===== config.mk =====
export PLATFORM = sky130hd
export DESIGN_NAME = dcd_frame_stack
export DESIGN_NICKNAME = d
export VERILOG_FILES = /design/src/hdl/dcd_pkg.sv /design/src/hdl/dcd_frame_stack.sv
export SDC_FILE = /design/constraint.sdc
export NUM_CORES = 1
export LEC_CHECK = 0
export CAP_MARGIN = 20
export CORE_ASPECT_RATIO = 1.5
export CORE_MARGIN = 2
export CORE_UTILIZATION = 30
export DETAILED_ROUTE_END_ITERATION = 8
export DONT_BUFFER_PORTS = 1
export PLACE_DENSITY_LB_ADDON = 0.08
export REMOVE_ABC_BUFFERS = 1
export SYNTH_ARGS = -nofsm -noshare
export SYNTH_HDL_FRONTEND = slang
export SYNTH_SLANG_ARGS = --single-unit

===== constraint.sdc =====
create_clock -name clk_i -period 2.6 [get_ports clk_i]
set_input_delay 0.39 -clock clk_i [delete_from_list [all_inputs] [get_ports clk_i]]
set_output_delay 0.39 -clock clk_i [all_outputs]
set_load 0.03 [all_outputs]

===== src/hdl/dcd_pkg.sv =====
// Shared types and constants of the directed cycle detector.
`default_nettype none

package dcd_pkg;

  localparam int unsigned NODES_DEF = 64;

  localparam int unsigned NCOUNT_W = 7;
  localparam logic [NCOUNT_W-1:0] NCOUNT_RST = 7'd64;

  localparam int unsigned OP_W = 2;
  localparam int unsigned NODE_FIELD_W = 6;
  localparam int unsigned S_TDATA_W = 16;
  localparam int unsigned M_TDATA_W = 8;

  typedef enum logic [OP_W-1:0] {
    OP_CLEAR = 2'd0,
    OP_ADD   = 2'd1,
    OP_CHECK = 2'd2
  } op_e;

  typedef struct packed {
    logic clr;
    logic rd_en;
    logic wr_en;
  } adj_ctrl_t;

  typedef struct packed {
    logic rd_en;
    logic wr_en;
  } stk_ctrl_t;

endpackage

`default_nettype wire


===== src/hdl/dcd_frame_stack.sv =====
// Depth-first search stack of saved (node, next neighbor) frames.
`default_nettype none

module dcd_frame_stack import dcd_pkg::*; #(
  parameter int unsigned Nodes = NODES_DEF,
  localparam int unsigned NW = $clog2(Nodes),
  localparam int unsigned CW = $clog2(Nodes + 1)
) (
  input  wire logic          clk_i,
  input  wire stk_ctrl_t     ctrl_i,
  input  wire logic [NW-1:0] wr_addr_i,
  input  wire logic [NW-1:0] rd_addr_i,
  input  wire logic [NW-1:0] wr_node_i,
  input  wire logic [CW-1:0] wr_next_i,
  output logic      [NW-1:0] rd_node_o,
  output logic      [CW-1:0] rd_next_o
);

  logic [NW+CW-1:0] mem [Nodes];
  logic [NW+CW-1:0] rd_q;

  always_ff @(posedge clk_i) begin
    if (ctrl_i.wr_en) begin
      mem[wr_addr_i] <= {wr_node_i, wr_next_i};
    end
    if (ctrl_i.rd_en) begin
      rd_q <= mem[rd_addr_i];
    end
  end

  assign rd_node_o = rd_q[NW+CW-1:CW];
  assign rd_next_o = rd_q[CW-1:0];

endmodule

`default_nettype wire


======== Word-level counts from Yosys, hierarchy flattened ========
Memories as Yosys holds them, arrays and structs flattened. A register that Yosys moved wholly into a read port is not among the register bits.
Index checks and enable logic that the tools add are counted.
operators by class
  order comparisons ....................... 0
  add/sub/neg operators ................... 0
  reductions and logical operators ........ 0
  bitwise gates (word level) .............. 0
  div/mod/pow operators ................... 0
  muxes and demuxes ....................... 2
  $mul .................................... 0
  eq/ne operators ......................... 0
  shift-type cells ........................ 0
operator list
  cell               number
  two-way mux 1 bit  2
word-level totals
  memories ................................ 1
  register bits ........................... 0
  bits of input ports ..................... 28
  latch bits .............................. 0
  RAM bits ................................ 832
  memory bits (read-only) ................. 0
memories
  name  words  bits a word  read ports  clocked after memory_dff  wr ports  RTL line               RTL
  mem   64     13           1           1                         1         dcd_frame_stack.sv:19  logic [NW+CW-1:0] mem [Nodes];

======== Depth between registers and ports, before layout ========
Gate-level depths: netlist of the first run.
  depth in word-level cells ............... 2
  gate-level depth with buffers ........... 9
  gate-level depth less buffers ........... 5

======== Worst setup path before layout of the first run ========
Ideal clock, no wire load.
  path kind ............................... input to register
  from .................................... input port rd_addr_i[1]
  to ...................................... register rd_q[11], read port of mem (data pin)
  setup time .............................. 0.268 ns
  data arrival time ....................... 2.033 ns
  required time ........................... 2.332 ns
  cell stages on the path ................. 7
  setup slack ............................. 0.299 ns
  path through ............................ buf_4 > buf_4 > clkbuf_1 > mux4_2 > mux4_2 > o21ai_0 > o31ai_1
RTL lines
  what                RTL line               RTL
  start: declaration  dcd_frame_stack.sv:12  input wire logic [NW-1:0] rd_addr_i,
  end: declaration    dcd_frame_stack.sv:20  logic [NW+CW-1:0] rd_q;

==> run_results.csv, run 1 <==
group,metric,value,unit
die,coreArea,107000,um2
pwr,vdd_drop_max,0.437,mV
clock_network,cts_max_level,3,
clock_network,clockRootBuffer,"clkbuf_16",
sta,skew,0.0201,ns
setup_path,critPathSlowestCell,"mux2i_1",
clock_network,cts_num_sinks,845,
setup_path,crit_arrival,2.84,ns
sta,finalHoldViolCount,0,
synthesis,yosysSeqAreaShare,78.1,%
clock_network,cts_tree,"built",
setup_path,cp_top_family,"multiplexers",
clock_network,cts_buffers,84,
run_status,status,"completed",
sta,relSlewSlack,10.4,%
routing,dr.pass1.iters,5,
synthesis,yosysWarnings,0,
synthesis,syn-cell-area,32500,um2
sta,fin_crit_sh,94.5,%
setup_path,critPathLaunchType,"flop",
synthesis,synth_cells,1402,
routing,drc,0,
layout,layout_common_cells,"845 x edfxtp_1, 223 x mux4_2, 114 x buf_4",
routing,wl_per_cell,30.0,um
die,ios,41,
layout,num_antenna_cells,0,
routing,route.vias.total,14800,
die,die_area,111000,um2
sta,layout_min_cycle_time,2.46,ns
synthesis,synth_edf_count,845,
sta,slew_violations,0,
clock_network,clk_latency,0.66,ns
run,cap_viol_max_count,0,
global_routing,grt_pass1_wl,128000,um
clock_network,clockBufferDepth,3,
clock_network,post_cts_buffers,0,
synthesis,async_reset_ff_share,0,%
die,die_h,407,um
synthesis,synth_cell_types,43,
placed_design,place_inst,2858,
setup_path,required,2.98,ns
synthesis,synth_ff_type,"edfxtp_1",
sta,fmax,0.407,GHz
setup_path,slowest_delay,0.55,ns
pwr,p_leak,0.0117,uW
die,die_x,273,um
layout,final_cells,3027,
placed_design,dpl.hpwl,52600,um
pwr,p_per_area,747,nW/um2
setup_path,end_kind,"flop",
layout,layout_commonest_cell,"edfxtp_1",
setup_path,path_cells,"mux4_2, mux2i_1, a22oi_1, buf_4, o221ai_1, buf_4, o31ai_1",
global_routing,gr-total-overflow,0,
clock_network,clk_pin_slew_worst_paths,0.06,ns
synthesis,avgSynthCellArea,23.2,um2
placed_design,io_buffers,0,
sta,worst_slew_pin_slew,1.31,ns
setup_path,crit_buf_inv,2,
layout,syn_to_final_growth,16.3,%
synthesis,synth-seq-cells,845,
routing,drt-total-wl,90800,um
routing,drtAntennaViolNets,0,
setup_path,crit_top_cell,"buf_4",
setup_path,critical_path_class,"reg2reg",
setup_path,cp_max_fo,1,
layout,final_util,35.2,%
layout,drive_gt1_share,29.5,%
sta,rsz0062_at_grt,"false",
sta,setup_violations,0,
global_routing,antenna_found_initial,0,
routing,drt_iter0_drc,1063,
die,std_cell_rows,147,
layout,nNetsFinal,1574,
routing,vias_per_cell,4.89,
global_routing,grt_max_degree,201,
global_routing,track_usage,16.7,%
global_routing,grt_pass1_vias,15900,
die,initial_utilization,30.3,%
min_path,hold_class,"in2reg",
placed_design,gp_congestion,0.761,
clock_network,post_cts_resized,0,
-- flip-flops by register name, indices dropped and copies added (netlist names) --
register,count
mem,832
rd_q,13
-- repair_timing --
action	in CTS	in global routing
hold buffers	17	0
endpoints found under the setup margin	0	0
hold endpoints to repair	857	0
-- logic make-up after synthesis --
| family | after synthesis | synth area share [%] |
|---|---|---|
| multiplexers | 265 | 16.8 |
| flip-flops | 845 | 78.1 |
| buffers and inverters | 79 | 1.38 |
| AO/OA/AOI/OAI | 82 | 1.84 |
| AND/OR/NAND/NOR | 131 | 1.87 |
-- where the power goes --
| group | internal, uW | switching (uW) | total, uW |
|---|---|---|---|
| Combinational | 564 | 631 | 1190 |
| Clock | 6580 | 5230 | 11800 |
| Sequential | 15100 | 81.9 | 15200 |
-- worst paths after layout --
kind | depth (start not counted) | from | slack [ns] | endpoint
max | 7 | mem[31][8] | 0.14 | rd_q[8]
min reg2reg | 4 | mem[18][7] | 0.94 | rd_q[7]
max reg2reg | 7 | mem[31][8] | 0.14 | rd_q[8]
min | 1 | wr_next_i[4] | 0.09 | mem[28][4]
-- cells in the mapped netlist, types with 3 or more instances --
| library cell | number | area [um2] |
|---|---|---|
| nand3_1 | 6 | 30.0 |
| a2111oi_0 | 3 | 26.3 |
| buf_6 | 8 | 90.1 |
| clkbuf_1 | 25 | 93.8 |
| nand2_1 | 14 | 52.6 |
| mux4_2 | 223 | 5020 |
| o21ai_1 | 6 | 30.0 |
| mux2i_1 | 39 | 390 |
| edfxtp_1 | 845 | 25400 |
| a211oi_1 | 12 | 90.1 |
| nand3b_1 | 4 | 30.0 |
| buf_2 | 23 | 115 |
| o22ai_1 | 3 | 18.8 |
| nand2b_1 | 5 | 31.3 |
| buf_4 | 17 | 128 |
| a21oi_1 | 10 | 50.1 |
| o221ai_1 | 15 | 131 |
| nor2_1 | 71 | 267 |
| buf_1 | 3 | 11.3 |
| o21ai_0 | 5 | 25.0 |
| mux2_2 | 3 | 33.8 |
| nor2b_1 | 19 | 119 |
| o31ai_1 | 8 | 60.1 |
| a22oi_1 | 9 | 67.6 |
-- through the flow --
step                      TNS, ns  area (um2)  setup WS [ns]  hold WS [ns]  total power, uW
after floorplan                 0       32000          0.497         0.489            16000
after global placement     -0.356       34700         -0.155         0.494            16400
after detailed placement   -0.324       34700         -0.157         0.493            16400
after CTS                       0       37800         0.0106        0.0217            28600
after global routing            0       37800         0.0396        0.0557            29100
final                           0       37800          0.143        0.0888            28200
-- routing by layer --
layer | wire (um) | global-route usage (%) | up-vias
met5 | 0 | 0 | -
met4 | 1800 | 4.78 | 0
met3 | 3330 | 2.67 | 94
met2 | 48300 | 30.0 | 254
met1 | 37400 | 20.6 | 8169
li1 | - | - | 6271
-- cell type report --
class,instances,area [um2]
fill,9816,69500
sequential,845,25400
multi-input combinational,478,6660
clock buffer,104,2180
tap,1415,1770
timing repair buffer,134,1310
clock inverter,48,455
inverter,3,11.3
Power figures use the tool's default switching activity.
==> inputs of run 2 (changes only) <==
--- a/config.mk
+++ b/config.mk
@@ -12,7 +12,6 @@
 export DETAILED_ROUTE_END_ITERATION = 8
 export DONT_BUFFER_PORTS = 1
 export PLACE_DENSITY_LB_ADDON = 0.08
-export REMOVE_ABC_BUFFERS = 1
 export SYNTH_ARGS = -nofsm -noshare
 export SYNTH_HDL_FRONTEND = slang
 export SYNTH_SLANG_ARGS = --single-unit
==> run_results.csv, run 2 (same netlist as run 1, synthesis figures left out) <==
group,metric,value,unit
run_status,status,"completed",
layout,layout_commonest_cell,"edfxtp_1",
clock_network,clk_pin_slew_worst_paths,0.06,ns
routing,route.vias.total,14900,
pwr,p_leak,0.0116,uW
layout,num_antenna_cells,0,
setup_path,crit_buf_inv,0,
routing,drt_iter0_drc,1313,
routing,drc,0,
placed_design,gp_congestion,0.740,
layout,nNetsFinal,1569,
die,ios,41,
die,std_cell_rows,147,
global_routing,antenna_found_initial,1,
sta,finalSetupTns,0,ns
clock_network,clockRootBuffer,"clkbuf_16",
setup_path,required,2.98,ns
min_path,hold_class,"in2reg",
run,cap_viol_max_count,0,
sta,layout_min_cycle_time,2.39,ns
routing,drtAntennaViolNets,0,
clock_network,clk_latency,0.66,ns
clock_network,cts_tree,"built",
pwr,vdd_drop_max,0.469,mV
global_routing,grt_pass1_vias,15900,
setup_path,critical_path_class,"reg2reg",
global_routing,gr-total-overflow,0,
setup_path,crit_arrival,2.78,ns
pwr,combPwrFrac,4.2,%
layout,syn_to_final_growth,15.7,%
clock_network,cts_max_level,3,
clock_network,post_cts_buffers,0,
die,die_area,111000,um2
pwr,switchingPower,5810,uW
global_routing,track_usage,16.6,%
clock_network,cts_num_sinks,845,
placed_design,io_buffers,0,
pwr,p_total,27800,uW
setup_path,crit_top_cell,"mux4_2",
pwr,sw_frac_of_total,20.9,%
pwr,power_frac_seq,54.6,%
setup_path,critPathSlowestCell,"o211ai_1",
die,coreArea,107000,um2
routing,drt-total-wl,90700,um
synthesis,syn_nets,1430,
sta,relSlewSlack,34.8,%
layout,final_cells,3013,
pwr,p_per_area,740,nW/um2
clock_network,cts_buffers,84,
setup_path,path_cells,"mux4_2, mux4_2, o211ai_1, nand2_1",
setup_path,cp_max_fo,1,
sta,whs,0.0843,ns
sta,fin_crit_sh,92.1,%
die,die_h,407,um
setup_path,end_kind,"flop",
setup_path,r2r_slack,0.21,ns
pwr,p_int,22000,uW
setup_path,slowest_delay,0.59,ns
sta,slew_violations,0,
global_routing,grt_max_degree,201,
die,die_x,273,um
global_routing,grt_pass1_wl,126000,um
clock_network,clockBufferDepth,3,
sta,skew,0.0237,ns
routing,dr.pass1.iters,5,
sta,worst_slew_pin_slew,0.953,ns
sta,finalHoldViolCount,0,
routing,wl_per_cell,30.1,um
die,initial_utilization,30.3,%
sta,fmax,0.418,GHz
layout,regMostFlops,"mem",
layout,final_util,35.0,%
layout,layout_common_cells,"845 x edfxtp_1, 223 x mux4_2, 109 x buf_4",
setup_path,cp_top_family,"multiplexers",
sta,rsz0062_at_grt,"false",
layout,reg_top3,"mem: 832 flops, rd_q: 13 flops",
routing,vias_per_cell,4.94,
layout,drive_gt1_share,28.7,%
pwr,clkPwrFrac,41.2,%
sta,setup_violations,0,
layout,largest_reg_flops,832,
setup_path,critPathLaunchType,"flop",
placed_design,place_inst,2854,
placed_design,dpl.hpwl,51700,um
## run 2: cell count changes in the layout (fill, tap and decap cells not counted), moves of 4 or more
cell      change
clkinv_2      -4
clkinv_8      -4
buf_4         -5
clkinv_1      +6
## run 2: repair_timing
item | CTS | global route
gates resized for setup | 0 | 0
setup endpoints to repair | 0 | 0
endpoints found under the hold margin | 854 | 0
hold buffers | 16 | 0
## run 2: worst paths after layout
| path | start | to | cells past startpoint |
|---|---|---|---|
| worst max-delay path | mem[55][0] | rd_q[0] | 4 |
| worst min-delay path | rd_addr_i[5] | rd_q[8] | 1 |
| worst max register to register | mem[55][0] | rd_q[0] | 4 |
| worst min register to register | mem[17][1] | rd_q[1] | 3 |
## run 2: cell type report
cell class                 instances  area, um2
clock buffer                     104       2240
sequential                       845      25400
multi-input combinational        478       6660
inverter                           3       11.3
fill                            9915      69700
tap                             1415       1770
clock inverter                    39        248
timing repair buffer             129       1270
## run 2: power by group through the flow
stage | Combinational (uW) | Clock (uW) | Sequential [uW]
4_1_cts | 1200 | 11900 | 15200
3_3_place_gp | 892 | 0 | 15500
2_1_floorplan | 763 | 0 | 15500
6_report | 1170 | 11500 | 15200
3_5_place_dp | 890 | 0 | 15500
5_1_grt | 1240 | 12300 | 15200
## run 2: stage by stage
stage                     setup WS [ns]  cell area (um2)
final                             0.205            37600
after global routing             0.0845            37600
after CTS                        0.0966            37600
after detailed placement         -0.158            34700
after global placement           -0.303            34700
after floorplan                   0.299            32500
## run 2: metal layers
metal	vias up	part of all wire, %	GRT usage (%)
met5	-	0.014	0
met4	2	2.6	5.61
met3	108	4.2	3.08
met2	283	53	29.8
met1	8242	40	19.8
li1	6259	-	-
==> inputs of run 3 (changes only) <==
--- a/config.mk
+++ b/config.mk
@@ -7,11 +7,11 @@
 export LEC_CHECK = 0
 export CAP_MARGIN = 20
 export CORE_ASPECT_RATIO = 1.5
-export CORE_MARGIN = 2
 export CORE_UTILIZATION = 30
 export DETAILED_ROUTE_END_ITERATION = 8
 export DONT_BUFFER_PORTS = 1
 export PLACE_DENSITY_LB_ADDON = 0.08
+export SKIP_LAST_GASP = 1
 export SYNTH_ARGS = -nofsm -noshare
 export SYNTH_HDL_FRONTEND = slang
 export SYNTH_SLANG_ARGS = --single-unit
==> run_results.csv, run 3 (same netlist as run 1, synthesis figures left out) <==
group,metric,value,unit
routing,drtAntennaViolNets,0,
layout,largest_reg_flops,832,
die,coreArea,107000,um2
setup_path,path_cells,"mux4_2, mux2i_1, a22oi_1, o221ai_1, o31ai_1",
setup_path,end_kind,"flop",
die,die_area,110000,um2
layout,layout_common_cells,"845 x edfxtp_1, 223 x mux4_2, 109 x buf_4",
die,std_cell_rows,147,
routing,route.vias.total,14800,
pwr,vdd_drop_max,0.484,mV
clock_network,cts_tree,"built",
synthesis,syn_nets,1430,
layout,layout_commonest_cell,"edfxtp_1",
placed_design,dpl.hpwl,51300,um
sta,fin_crit_sh,97.3,%
global_routing,grt_max_degree,201,
run,cap_viol_max_count,0,
sta,setup_violations,0,
die,initial_utilization,30.3,%
sta,finalHoldViolCount,0,
placed_design,dp_slack,-0.421,ns
clock_network,cts_max_level,3,
clock_network,clk_pin_slew_worst_paths,0.06,ns
layout,drive_gt1_share,29.0,%
sta,finalSetupTns,0,ns
global_routing,track_usage,17.0,%
clock_network,post_cts_resized,0,
sta,relSlewSlack,39.1,%
sta,slew_violations,0,
clock_network,cts_buffers,84,
global_routing,grt_pass1_vias,16000,
clock_network,clockBufferDepth,3,
setup_path,required,2.94,ns
placed_design,gp_congestion,0.713,
die,ios,41,
setup_path,critical_path_class,"in2reg",
sta,fmax,0.395,GHz
routing,drc,0,
pwr,p_leak,0.0116,uW
global_routing,met2_usage,30.7,%
layout,nNetsFinal,1569,
layout,nFillCells,9907,
pwr,p_per_area,744,nW/um2
run_status,status,"completed",
sta,layout_min_cycle_time,2.53,ns
die,die_x,271,um
global_routing,busiest_layer,"met2",
global_routing,antenna_found_initial,0,
setup_path,cp_max_fo,200,
routing,drt_iter0_drc,1100,
global_routing,grt_use_met3,2.62,%
placed_design,io_buffers,0,
sta,worst_slew_pin_slew,0.911,ns
sta,rsz0062_at_grt,"false",
layout,syn_to_final_growth,15.9,%
global_routing,met1_usage,20.4,%
setup_path,critPathSlowestCell,"o31ai_1",
setup_path,critPathLaunchType,"primary input",
layout,reg_top3,"mem: 832 flops, rd_q: 13 flops",
routing,vias_per_cell,4.92,
clock_network,clockRootBuffer,"clkbuf_16",
die,die_h,405,um
layout,regMostFlops,"mem",
min_path,hold_class,"in2reg",
setup_path,slowest_delay,0.77,ns
routing,dr.pass1.iters,4,
sta,skew,0.0114,ns
clock_network,clk_latency,0.66,ns
layout,num_antenna_cells,0,
setup_path,crit_arrival,2.87,ns
global_routing,gr-total-overflow,0,
sta,setup_ws,0.0710,ns
global_routing,grt_pass1_wl,128000,um
clock_network,cts_num_sinks,845,
routing,wl_per_cell,30.3,um
routing,drt-total-wl,91200,um
## run 3: routing by layer
| layer | wire, um | part of all wire [%] | up-vias |
|---|---|---|---|
| met4 | 2420 | 2.7 | 0 |
| met2 | 48700 | 53 | 260 |
| met5 | 0 | 0 | - |
| met3 | 3250 | 3.6 | 95 |
| met1 | 36800 | 40 | 8197 |
| li1 | - | - | 6258 |
## run 3: final cells by class
class	instances	area (um2)	area share (%)
Sequential cell	845	25400	67.4
Multi-Input combinational cell	478	6670	17.7
Clock buffer	106	2250	5.97
Tap cell	1415	1770	4.70
Timing Repair Buffer	129	1280	3.39
Clock inverter	36	297	0.788
Inverter	3	11.3	0.0299
## run 3: worst paths after layout
| kind | from | endpoint | slack, ns | cells after the start |
|---|---|---|---|---|
| min reg2reg | mem[19][8] | rd_q[8] | 1.00 | 3 |
| max | rd_addr_i[0] | rd_q[3] | 0.07 | 5 |
| max reg2reg | mem[25][3] | rd_q[3] | 0.21 | 5 |
| min | rd_addr_i[5] | rd_q[12] | 0.07 | 1 |
## run 3: stage by stage
| stage | instance area (um2) | hold slack (ns) | utilization, % | cells | total power [uW] |
|---|---|---|---|---|---|
| after global placement | 34700 | 0.494 | 32.4 | 2852 | 16400 |
| after global routing | 37600 | 0.0515 | 35.1 | 3012 | 28900 |
| after detailed placement | 34700 | 0.494 | 32.4 | 2853 | 16400 |
| after floorplan | 32500 | 0.489 | - | 1402 | 16200 |
| final | 37600 | 0.0671 | 35.1 | 3012 | 28000 |
| after CTS | 37600 | 0.0244 | 35.1 | 3012 | 28400 |
## run 3: power by group
| group | internal [uW] | switching (uW) |
|---|---|---|
| Sequential | 15100 | 74.5 |
| Clock | 6490 | 5150 |
| Combinational | 548 | 619 |
## run 3: worst max-delay path, delay by kind of cell
| kind | cells | cell delay, ns |
|---|---|---|
| compound gates | 3 | 1.38 |
| mux | 2 | 0.69 |
## run 3: what timing repair did
action / in CTS / in global routing
endpoints found under the setup margin: 0 / 0
hold buffers: 17 / 0
hold endpoints to repair: 853 / 0
buffers inserted: 0 / 0
